[config.mk]
export PLATFORM = sky130hd
export DESIGN_NAME = dhcpv6_ia_address_extractor
export DESIGN_NICKNAME = d
export VERILOG_FILES = /design/src/hw/rtl/diae_pkg.sv /design/src/hw/rtl/diae_parser.sv /design/src/hw/rtl/dhcpv6_ia_address_extractor.sv
export SDC_FILE = /design/constraint.sdc
export NUM_CORES = 1
export LEC_CHECK = 0
export ABC_AREA = 1
export BUFFER_PORTS_ARGS = -buffer_cell sky130_fd_sc_hd__buf_2
export CAP_MARGIN = 30
export CORE_MARGIN = 2
export CORE_UTILIZATION = 42
export DETAILED_ROUTE_END_ITERATION = 10
export GPL_TIMING_DRIVEN = 0
export PLACE_DENSITY = 0.64
export SLEW_MARGIN = 30
export SYNTH_ARGS = -nofsm -noshare
export SYNTH_HDL_FRONTEND = slang
export SYNTH_SLANG_ARGS = --single-unit
[constraint.sdc]
create_clock -name i_clk -period 7.8 [get_ports i_clk]
set_input_delay 0.39 -clock i_clk [delete_from_list [all_inputs] [get_ports i_clk]]
set_output_delay 0.39 -clock i_clk [all_outputs]
set_load 0.1 [all_outputs]
[src/hw/rtl/diae_pkg.sv]
// Shared types and constants for the DHCPv6 IA address extractor.
// No dependencies.
package diae_pkg;

    localparam int MAX_MESSAGE_BYTES_DEF = 65535;

    // Option codes
    localparam logic [15:0] OPT_IA_NA     = 16'd3;
    localparam logic [15:0] OPT_IA_TA     = 16'd4;
    localparam logic [15:0] OPT_IA_PD     = 16'd25;
    localparam logic [15:0] OPT_IAADDR    = 16'd5;
    localparam logic [15:0] OPT_IAPREFIX  = 16'd26;

    // Fixed part of each IA option left after its 4-byte option header
    localparam logic [15:0] IA_NA_FIXED   = 16'd12;
    localparam logic [15:0] IA_TA_FIXED   = 16'd4;
    localparam logic [15:0] IA_PD_FIXED   = 16'd12;

    // Capture byte indexes
    localparam logic [4:0]  ADDR_LAST_IDX = 5'd15;
    localparam logic [4:0]  PLEN_IDX      = 5'd8;
    localparam logic [4:0]  PFX_LAST_IDX  = 5'd24;
    localparam logic [4:0]  HDR_LAST_IDX  = 5'd3;

    // Index of the last message header byte before the first option
    localparam int MSG_HDR_LAST = 3;

    // IA kind codes
    localparam logic [1:0]  KIND_NA = 2'd0;
    localparam logic [1:0]  KIND_TA = 2'd1;
    localparam logic [1:0]  KIND_PD = 2'd2;

    typedef struct packed {
        logic [7:0] data_byte;
        logic       last_byte;
    } t_in_item;

    typedef struct packed {
        logic        found;
        logic [1:0]  ia_kind;
        logic [63:0] addr_high;
        logic [63:0] addr_low;
        logic [7:0]  prefix_length;
    } t_out_item;

endpackage

[src/hw/rtl/diae_parser.sv]
// Per-byte option walker: holds parse state and forms the report for a last byte.
// Depends on diae_pkg.
module diae_parser #(
    parameter int MAX_MESSAGE_BYTES = diae_pkg::MAX_MESSAGE_BYTES_DEF
) (
    input  logic                i_clk,
    input  logic                i_rst_n,
    input  logic                i_take,
    input  diae_pkg::t_in_item  i_item,
    output diae_pkg::t_out_item o_result
);
    import diae_pkg::*;

    localparam int POS_W = $clog2(MAX_MESSAGE_BYTES + 1);
    localparam logic [POS_W-1:0] POS_MAX = POS_W'(MAX_MESSAGE_BYTES);
    localparam logic [POS_W-1:0] POS_HDR_LAST = POS_W'(MSG_HDR_LAST);

    typedef enum logic [2:0] {
        PH_HEADER,
        PH_OUTER_HDR,
        PH_OUTER_SKP,
        PH_IA_SKIP,
        PH_INNER_HDR,
        PH_INNER_SKP,
        PH_CAPTURE,
        PH_DONE
    } t_phase;

    logic [POS_W-1:0] r_pos,   n_pos;
    t_phase           r_phase, n_phase;
    logic [15:0]      r_code,  n_code;
    logic [15:0]      r_skip,  n_skip;
    logic [4:0]       r_fcnt,  n_fcnt;
    logic [127:0]     r_addr,  n_addr;
    logic [7:0]       r_plen,  n_plen;
    logic [1:0]       r_kind,  n_kind;
    logic             r_done,  n_done;

    logic [7:0]  b;
    logic        hdr_last;
    logic [15:0] want;

    assign b        = i_item.data_byte;
    assign hdr_last = (r_fcnt >= HDR_LAST_IDX);
    assign want     = (r_kind == KIND_PD) ? OPT_IAPREFIX : OPT_IAADDR;

    always_comb begin
        n_pos   = r_pos;
        n_phase = r_phase;
        n_code  = r_code;
        n_skip  = r_skip;
        n_fcnt  = r_fcnt;
        n_addr  = r_addr;
        n_plen  = r_plen;
        n_kind  = r_kind;
        n_done  = r_done;

        if (r_pos < POS_MAX) begin
            n_pos = r_pos + 1'b1;
            case (r_phase)
                PH_HEADER: begin
                    if (r_pos >= POS_HDR_LAST) begin
                        n_phase = PH_OUTER_HDR;
                        n_fcnt  = '0;
                    end
                end
                PH_OUTER_HDR, PH_INNER_HDR: begin
                    // gather code then length, both big-endian
                    case (r_fcnt)
                        5'd0:    n_code = {b, 8'h00};
                        5'd1:    n_code = {r_code[15:8], b};
                        5'd2:    n_skip = {b, 8'h00};
                        default: n_skip = {r_skip[15:8], b};
                    endcase
                    n_fcnt = r_fcnt + 1'b1;
                    if (hdr_last) begin
                        n_fcnt = '0;
                        if (r_phase == PH_OUTER_HDR) begin
                            if (r_code == OPT_IA_NA) begin
                                n_kind  = KIND_NA;
                                n_skip  = IA_NA_FIXED;
                                n_phase = PH_IA_SKIP;
                            end else if (r_code == OPT_IA_TA) begin
                                n_kind  = KIND_TA;
                                n_skip  = IA_TA_FIXED;
                                n_phase = PH_IA_SKIP;
                            end else if (r_code == OPT_IA_PD) begin
                                n_kind  = KIND_PD;
                                n_skip  = IA_PD_FIXED;
                                n_phase = PH_IA_SKIP;
                            end else if (n_skip != 16'd0) begin
                                n_phase = PH_OUTER_SKP;
                            end
                        end else begin
                            if (r_code == want) begin
                                n_phase = PH_CAPTURE;
                                n_addr  = '0;
                                n_plen  = '0;
                            end else if (n_skip != 16'd0) begin
                                n_phase = PH_INNER_SKP;
                            end
                        end
                    end
                end
                PH_OUTER_SKP, PH_IA_SKIP, PH_INNER_SKP: begin
                    n_skip = r_skip - 16'd1;
                    if (n_skip == 16'd0) begin
                        n_fcnt  = '0;
                        n_phase = (r_phase == PH_OUTER_SKP) ? PH_OUTER_HDR : PH_INNER_HDR;
                    end
                end
                PH_CAPTURE: begin
                    if (r_kind == KIND_PD) begin
                        if (r_fcnt == PLEN_IDX) begin
                            n_plen = b;
                        end else if (r_fcnt > PLEN_IDX) begin
                            n_addr = {r_addr[119:0], b};
                        end
                        if (r_fcnt >= PFX_LAST_IDX) begin
                            n_done  = 1'b1;
                            n_phase = PH_DONE;
                        end
                    end else begin
                        n_addr = {r_addr[119:0], b};
                        if (r_fcnt >= ADDR_LAST_IDX) begin
                            n_done  = 1'b1;
                            n_phase = PH_DONE;
                        end
                    end
                    n_fcnt = r_fcnt + 1'b1;
                end
                default: begin
                end
            endcase
        end
    end

    // report from the state this byte leaves behind
    always_comb begin
        o_result.found         = n_done;
        o_result.ia_kind       = n_done ? n_kind : KIND_NA;
        o_result.addr_high     = n_done ? n_addr[127:64] : 64'd0;
        o_result.addr_low      = n_done ? n_addr[63:0] : 64'd0;
        o_result.prefix_length = (n_done && n_kind == KIND_PD) ? n_plen : 8'd0;
    end

    always_ff @(posedge i_clk) begin
        if (!i_rst_n) begin
            r_pos   <= '0;
            r_phase <= PH_HEADER;
            r_fcnt  <= '0;
            r_kind  <= KIND_NA;
            r_done  <= 1'b0;
        end else if (i_take) begin
            if (i_item.last_byte) begin
                // clear position, phase, count, kind and done after the report
                r_pos   <= '0;
                r_phase <= PH_HEADER;
                r_fcnt  <= '0;
                r_kind  <= KIND_NA;
                r_done  <= 1'b0;
            end else begin
                r_pos   <= n_pos;
                r_phase <= n_phase;
                r_fcnt  <= n_fcnt;
                r_kind  <= n_kind;
                r_done  <= n_done;
            end
        end
    end

    always_ff @(posedge i_clk) begin
        if (i_take) begin
            r_code <= n_code;
            r_skip <= n_skip;
            r_addr <= n_addr;
            r_plen <= n_plen;
        end
    end

endmodule

[src/hw/rtl/dhcpv6_ia_address_extractor.sv]
// DHCPv6 IA address / delegated prefix extractor, byte-serial.
// Latency: the report is valid the cycle after the byte marked last is taken.
// Throughput: one message byte per cycle; the parse state updates in a single pass.
// The input stays ready while a report waits, unless that report is stalled.
// Reset: synchronous, active low; clears parse state and the report valid flag.
// Depends on diae_pkg and diae_parser.
module dhcpv6_ia_address_extractor #(
    parameter int MAX_MESSAGE_BYTES = diae_pkg::MAX_MESSAGE_BYTES_DEF
) (
    input  logic                i_clk,
    input  logic                i_rst_n,
    input  logic                i_in_valid,
    output logic                o_in_ready,
    input  diae_pkg::t_in_item  i_in_data,
    output logic                o_out_valid,
    input  logic                i_out_ready,
    output diae_pkg::t_out_item o_out_data
);
    import diae_pkg::*;

    logic      take;
    t_out_item result;
    logic      r_out_valid;
    t_out_item r_out_data;

    assign o_in_ready = !r_out_valid || i_out_ready;
    assign take       = i_in_valid && o_in_ready;

    diae_parser #(
        .MAX_MESSAGE_BYTES(MAX_MESSAGE_BYTES)
    ) u_parser (
        .i_clk    (i_clk),
        .i_rst_n  (i_rst_n),
        .i_take   (take),
        .i_item   (i_in_data),
        .o_result (result)
    );

    always_ff @(posedge i_clk) begin
        if (!i_rst_n) begin
            r_out_valid <= 1'b0;
        end else if (take && i_in_data.last_byte) begin
            r_out_valid <= 1'b1;
        end else if (i_out_ready) begin
            r_out_valid <= 1'b0;
        end
    end

    always_ff @(posedge i_clk) begin
        if (take && i_in_data.last_byte) begin
            r_out_data <= result;
        end
    end

    assign o_out_valid = r_out_valid;
    assign o_out_data  = r_out_data;

endmodule

Word-level counts from Yosys, hierarchy flattened:

Cells that the tools add are included.

* register bits: 335
* input bits: 13
* output and inout bits: 141
* logic and storage cells: 138

* add/sub/neg operators: 3
* order comparisons: 6
* eq/ne operators: 22
* mux-type cells: 67
* bitwise gates (word level): 1
* reductions and logical operators: 23

Operators with widths (count)
* $mux W128: 7
* $pmux W128 S2: 1
* $mux W16: 9
* $pmux W16 S2: 3
* $mux W3: 16
* $mux W8: 6
* $mux W5: 6
* $pmux W5 S4: 1
* $add A16 B1 Y16 const B: 1
* $eq A16 B16 Y1: 1
* $eq A16 B2 Y1 const B: 1
* $eq A16 B3 Y1 const B: 1
* $eq A16 B5 Y1 const B: 1
* $ge A16 B2 Y1 const B: 1
* $logic_not A16 Y1: 1
* $lt A16 B16 Y1 const B: 1
* $mux W2: 8
* $pmux W8 S2: 1
* $reduce_bool A16 Y1: 1
* $sub A16 B1 Y16 const B: 1
* $pmux W3 S4: 1
* $reduce_and A10 Y1: 1
* $reduce_and A5 Y1: 2
* $eq A3 B3 Y1 const B: 3
* 30 further kinds: 47

Longest topological paths before layout:

* depth after elaboration: 15
* gate-level depth with buffers: 19

Hierarchy:

A second synthesis with hierarchy kept.

* cells, all modules: 1730
* area total of the unflattened synthesis: 16039.1 um^2

Modules (own cells, without submodules)
* diae_parser: times used 1, cells each 1580, area each 11793.8 um^2, seq. area each 5585.4 um^2
* dhcpv6_ia_address_extractor: times used 1, cells each 150, area each 4245.3 um^2, seq. area each 4194.0 um^2

Worst setup path before layout:

OpenSTA, ideal clock, no wires.

* kind: register -> register
* start point: register r_out_valid, in the netlist o_out_valid
* end point: register u_parser.r_done
* setup time: 0.132 ns
* arrival: 8.357 ns
* data required time: 7.668 ns
* slack: -0.689 ns
* cell stages (with the launch flop): 11
* buffers on the path: 0
* cells stage by stage: dfxtp_1 inv_1 nor2_1 inv_1 nand2_1 nor2_1 inv_1 nand2_1 inv_2 o21ai_0 nor2_1

* cells in the longest elaborated chain, start to end: 3

Ends and longest elaborated chain
* start: declaration: line dhcpv6_ia_address_extractor.sv:23 `logic r_out_valid;`
* start signal: assignment: line dhcpv6_ia_address_extractor.sv:41 `r_out_valid <= 1'b0;`
* start signal: assignment: line dhcpv6_ia_address_extractor.sv:43 `r_out_valid <= 1'b1;`
* start signal: assignment: line dhcpv6_ia_address_extractor.sv:45 `r_out_valid <= 1'b0;`
* $logic_not A1 Y1: line dhcpv6_ia_address_extractor.sv:26 `assign o_in_ready = !r_out_valid || i_out_ready;`
* $logic_or A1 B1 Y1: line dhcpv6_ia_address_extractor.sv:26
* named net o_in_ready: line dhcpv6_ia_address_extractor.sv:13 `output logic o_in_ready,`
* $logic_and A1 B1 Y1: line dhcpv6_ia_address_extractor.sv:27 `assign take = i_in_valid && o_in_ready;`
* end signal: assignment: line diae_parser.sv:167 `r_done <= n_done;`
* end: declaration: line diae_parser.sv:37 `logic r_done, n_done;`

The timed path passes the listed nets, and every way through them passes these cells.
A chain may end at the register's enable or synchronous reset.

Worst setup path after layout:

* start point: register u_parser.r_kind[0]
* end point: register r_out_data, in the netlist o_out_data[127], data pin

* cells in the longest elaborated chain, start to end: 8
* elaborated cells on any way between the ends: 12

Ends and longest elaborated chain
* start: declaration: line diae_parser.sv:36 `logic [1:0] r_kind, n_kind;`
* start signal: assignment: line diae_parser.sv:166 `r_kind <= n_kind;`
* $eq A2 B2 Y1 *: line diae_parser.sv:45, diae_parser.sv:113
* $mux W5: line diae_parser.sv:45 `assign want = (r_kind == KIND_PD) ? OPT_IAPREFIX : OPT_IAADDR;`
* $eq A16 B16 Y1: line diae_parser.sv:95 `if (r_code == want) begin`
* $mux W128: line diae_parser.sv:95
* $mux W128: line diae_parser.sv:78 `if (r_phase == PH_OUTER_HDR) begin`
* $mux W128: line diae_parser.sv:76 `if (hdr_last) begin`
* $pmux W128 S2: line diae_parser.sv:60 `case (r_phase)`
* $mux W128: line diae_parser.sv:58 `if (r_pos < POS_MAX) begin`
* end signal: assignment: line dhcpv6_ia_address_extractor.sv:51 `r_out_data <= result;`
* end: declaration: line dhcpv6_ia_address_extractor.sv:24 `t_out_item r_out_data;`

Every way passes the cells marked *; elsewhere a longest branch is shown, timed or not.

==> flow_metrics.tcl <==
set metrics [dict create \
    syn_inst 1501 \
    end_kind "register" \
    worst_pin_slew_ps 795.4 \
    wl_mm 38.90 \
    hold_viol_final 0 \
    antenna_found_initial 0 \
    drt_pass1_iterations 6 \
    synth_top_area_frac 0.6017 \
    muxShareOfSynthArea 0 \
    synth_top_cells_by_area "edfxtp_1, nand2_1, a21oi_1" \
    core_region_area_mm2 0.03574 \
    post_synth_num_cell_types 41 \
    critPathLaunchType "register" \
    yosysWarnings 0 \
    hpwl_mm 27.02 \
    grt_util_all_layers 0.2013 \
    synth-simple-area-share 0.1779 \
    start_util 0.4287 \
    required_ps 8140 \
    drv_slew 0 \
    syn_area_mm2 0.01532 \
    die_area_mm2 0.03803 \
    clkLatencyLatePin_ps 550 \
    rsz0062_at_grt "no" \
    clockBufferDepth 3 \
    maxSlewHeadroom 0.4697 \
    diodes 0 \
    yosysSeqAreaShare 0.6382 \
    first_global_vias 11350 \
    setup_tns_ps 0 \
    cts_hold_buf 0 \
    finClkSkew_ps 21.87 \
    peakVddDrop_v 0.0001631 \
    final_common_cell "nand2_1" \
    synth_adder_area_share 0.006533 \
    vias 11840 \
    gp_congestion 0.8704 \
    synth-edff-count 307 \
    layout.nets 1720 \
    area_growth_pct 18.56 \
    cap_violations 0 \
    synth_nets 1522 \
    critPathKind "reg2reg" \
    die_x_um 195 \
    clock-sinks 335 \
    synth_compound_area_frac 0.1280 \
    yosysTopAreaCell "edfxtp_1" \
    stdcell_count 2188 \
    leakage_nw 7.297 \
    p_per_area_mw_per_mm2 275.8 \
    period_minus_slack_ps 3289 \
    hold_path.class "in2reg" \
    setup_viol 0 \
    clk_pin_slew_ps 60 \
    drtAntennaViolNets 0 \
    drt_iter0_drc 1057 \
    cts_tree "built" \
    drc_errors 0 \
    finalCritPeriodShare 0.4217 \
    synthArstFlopShare 0 \
    synthFlopType "edfxtp_1" \
    place_inst 2121 \
    fill_cells 3220 \
    globalRouteOverflowTotal 0 \
    routed_via_density 5.410 \
    cts-resized-gates 0 \
    synth-seq-cells 335 \
    most-common-layout-cells "nand2_1, edfxtp_1, a21oi_1" \
    arrival_ps 3630 \
    fp.dieH_um 195 \
    synth_area_per_cell_um2 10.21 \
    htree_levels 2 \
    status "finished clean" \
    synth_top_family_by_area "simple AND/OR/NAND/NOR gates" \
    cp_max_fo 10 \
    synth_xor_area_frac 0.002858 \
    drive_gt1_frac 0.1482 \
    post_cts_buffers 0 \
    port_buffers 151 \
    clockRootBuffer "clkbuf_16" \
    cts-buffers-inserted 37 \
    wl_per_cell_um 17.78 \
    grt_pass1_wl_mm 61.01 \
    grt_start_max_net_pins 83 \
    clock.fmax_ghz 0.3040 \
    io_pins 154 \
    fp-row-count 69 \
]
## registers in the layout (all words and copies together) (netlist names)
| register | flops |
|---|---|
| o_out_data | 139 |
| o_out_valid | 1 |
| u_parser.r_addr | 128 |
| u_parser.r_code | 16 |
| u_parser.r_done | 1 |
| u_parser.r_fcnt | 5 |
| u_parser.r_kind | 2 |
| u_parser.r_phase | 3 |
| u_parser.r_plen | 8 |
| u_parser.r_pos | 16 |
| u_parser.r_skip | 16 |
## kinds of logic (layout without fill, tap and decap cells)
logic type               count (synthesis)  in the layout
AO/OA/AOI/OAI                          316            316
AND/OR/NAND/NOR                        674            674
adder cells (fa/ha/maj)                  8              8
XOR/XNOR                                 5              5
buffers and inverters                  163            389
flip-flops                             335            335
## Yosys cell counts, types with 2 or more instances
cell       number
nand2_1       463
edfxtp_1      307
a21oi_1       163
nor2_1        119
o2111ai_1      90
inv_1          86
clkbuf_1       48
o21ai_0        48
nand3_1        37
dfxtp_1        28
nand4_1        16
nor3_1         13
buf_6          12
ha_1            8
inv_2           8
nand3b_1        6
nor2_2          5
a211oi_1        4
o31ai_1         4
buf_1           3
buf_2           3
nor4_1          3
xnor2_1         3
a22oi_1         2
a31oi_1         2
buf_4           2
nand2_2         2
nor3_2          2
xor2_1          2
## power by group
| group | internal [mW] | leakage [nW] | switching [mW] | total [mW] |
|---|---|---|---|---|
| registers | 2.22 | 3.21 | 0.133 | 2.35 |
| clock network | 1.11 | 0.604 | 0.717 | 1.83 |
| logic | 0.219 | 3.48 | 0.612 | 0.831 |
## worst max-delay path, stage by stage, from the launching register on
cell and delay, ps:
dfxtp_1 380, inv_1 50, nand2_1 70, inv_1 100
nand2_1 110, clkbuf_1 600, nand2_2 320, a31oi_1 580
clkbuf_1 470, nand2_1 130, a21oi_1 280
## path summary, 6_finish.rpt
kind / end / start / slack, ps / depth (start not counted)
worst max-delay path: o_out_data[127] / u_parser.r_kind[0] / 4510 / 10
worst min-delay path: o_out_valid / i_out_ready / 240 / 4
worst max register to register: o_out_data[127] / u_parser.r_kind[0] / 4510 / 10
worst min register to register: u_parser.r_pos[15] / u_parser.r_pos[15] / 480 / 2
## routing by layer
metal | GRT usage | share of wire
met5 | 0 | 0
met3 | 0.03800 | 0.068
met2 | 0.3103 | 0.45
met4 | 0.07351 | 0.032
met1 | 0.2846 | 0.45
## per-stage QoR
step                power, mW    util  cell area, um^2  worst slack, ps  hold slack (ps)
floorplan               2.993       -            15320             1691            439.4
global placement        3.177  0.4660            16660            638.1            455.6
detailed placement      3.208  0.4726            16890             4605            471.4
CTS                     5.041  0.5081            18160             4574            228.8
global route            5.220  0.5083            18170             4357            295.8
finish                  5.011  0.5083            18170             4511            237.8
## layout make-up
cell class                 count  area, um^2  share of cell area
timing repair buffer         159       975.9             0.05372
inverter                      95       364.1             0.02004
sequential                   335        9779              0.5383
tap                          461       576.8             0.03175
clock buffer                  43       948.4             0.05221
multi-input combinational   1003        4842              0.2665
buffer                        68       356.6             0.01963
clock inverter                24       322.8             0.01777
No activity file was read; power rests on OpenSTA's default activity.
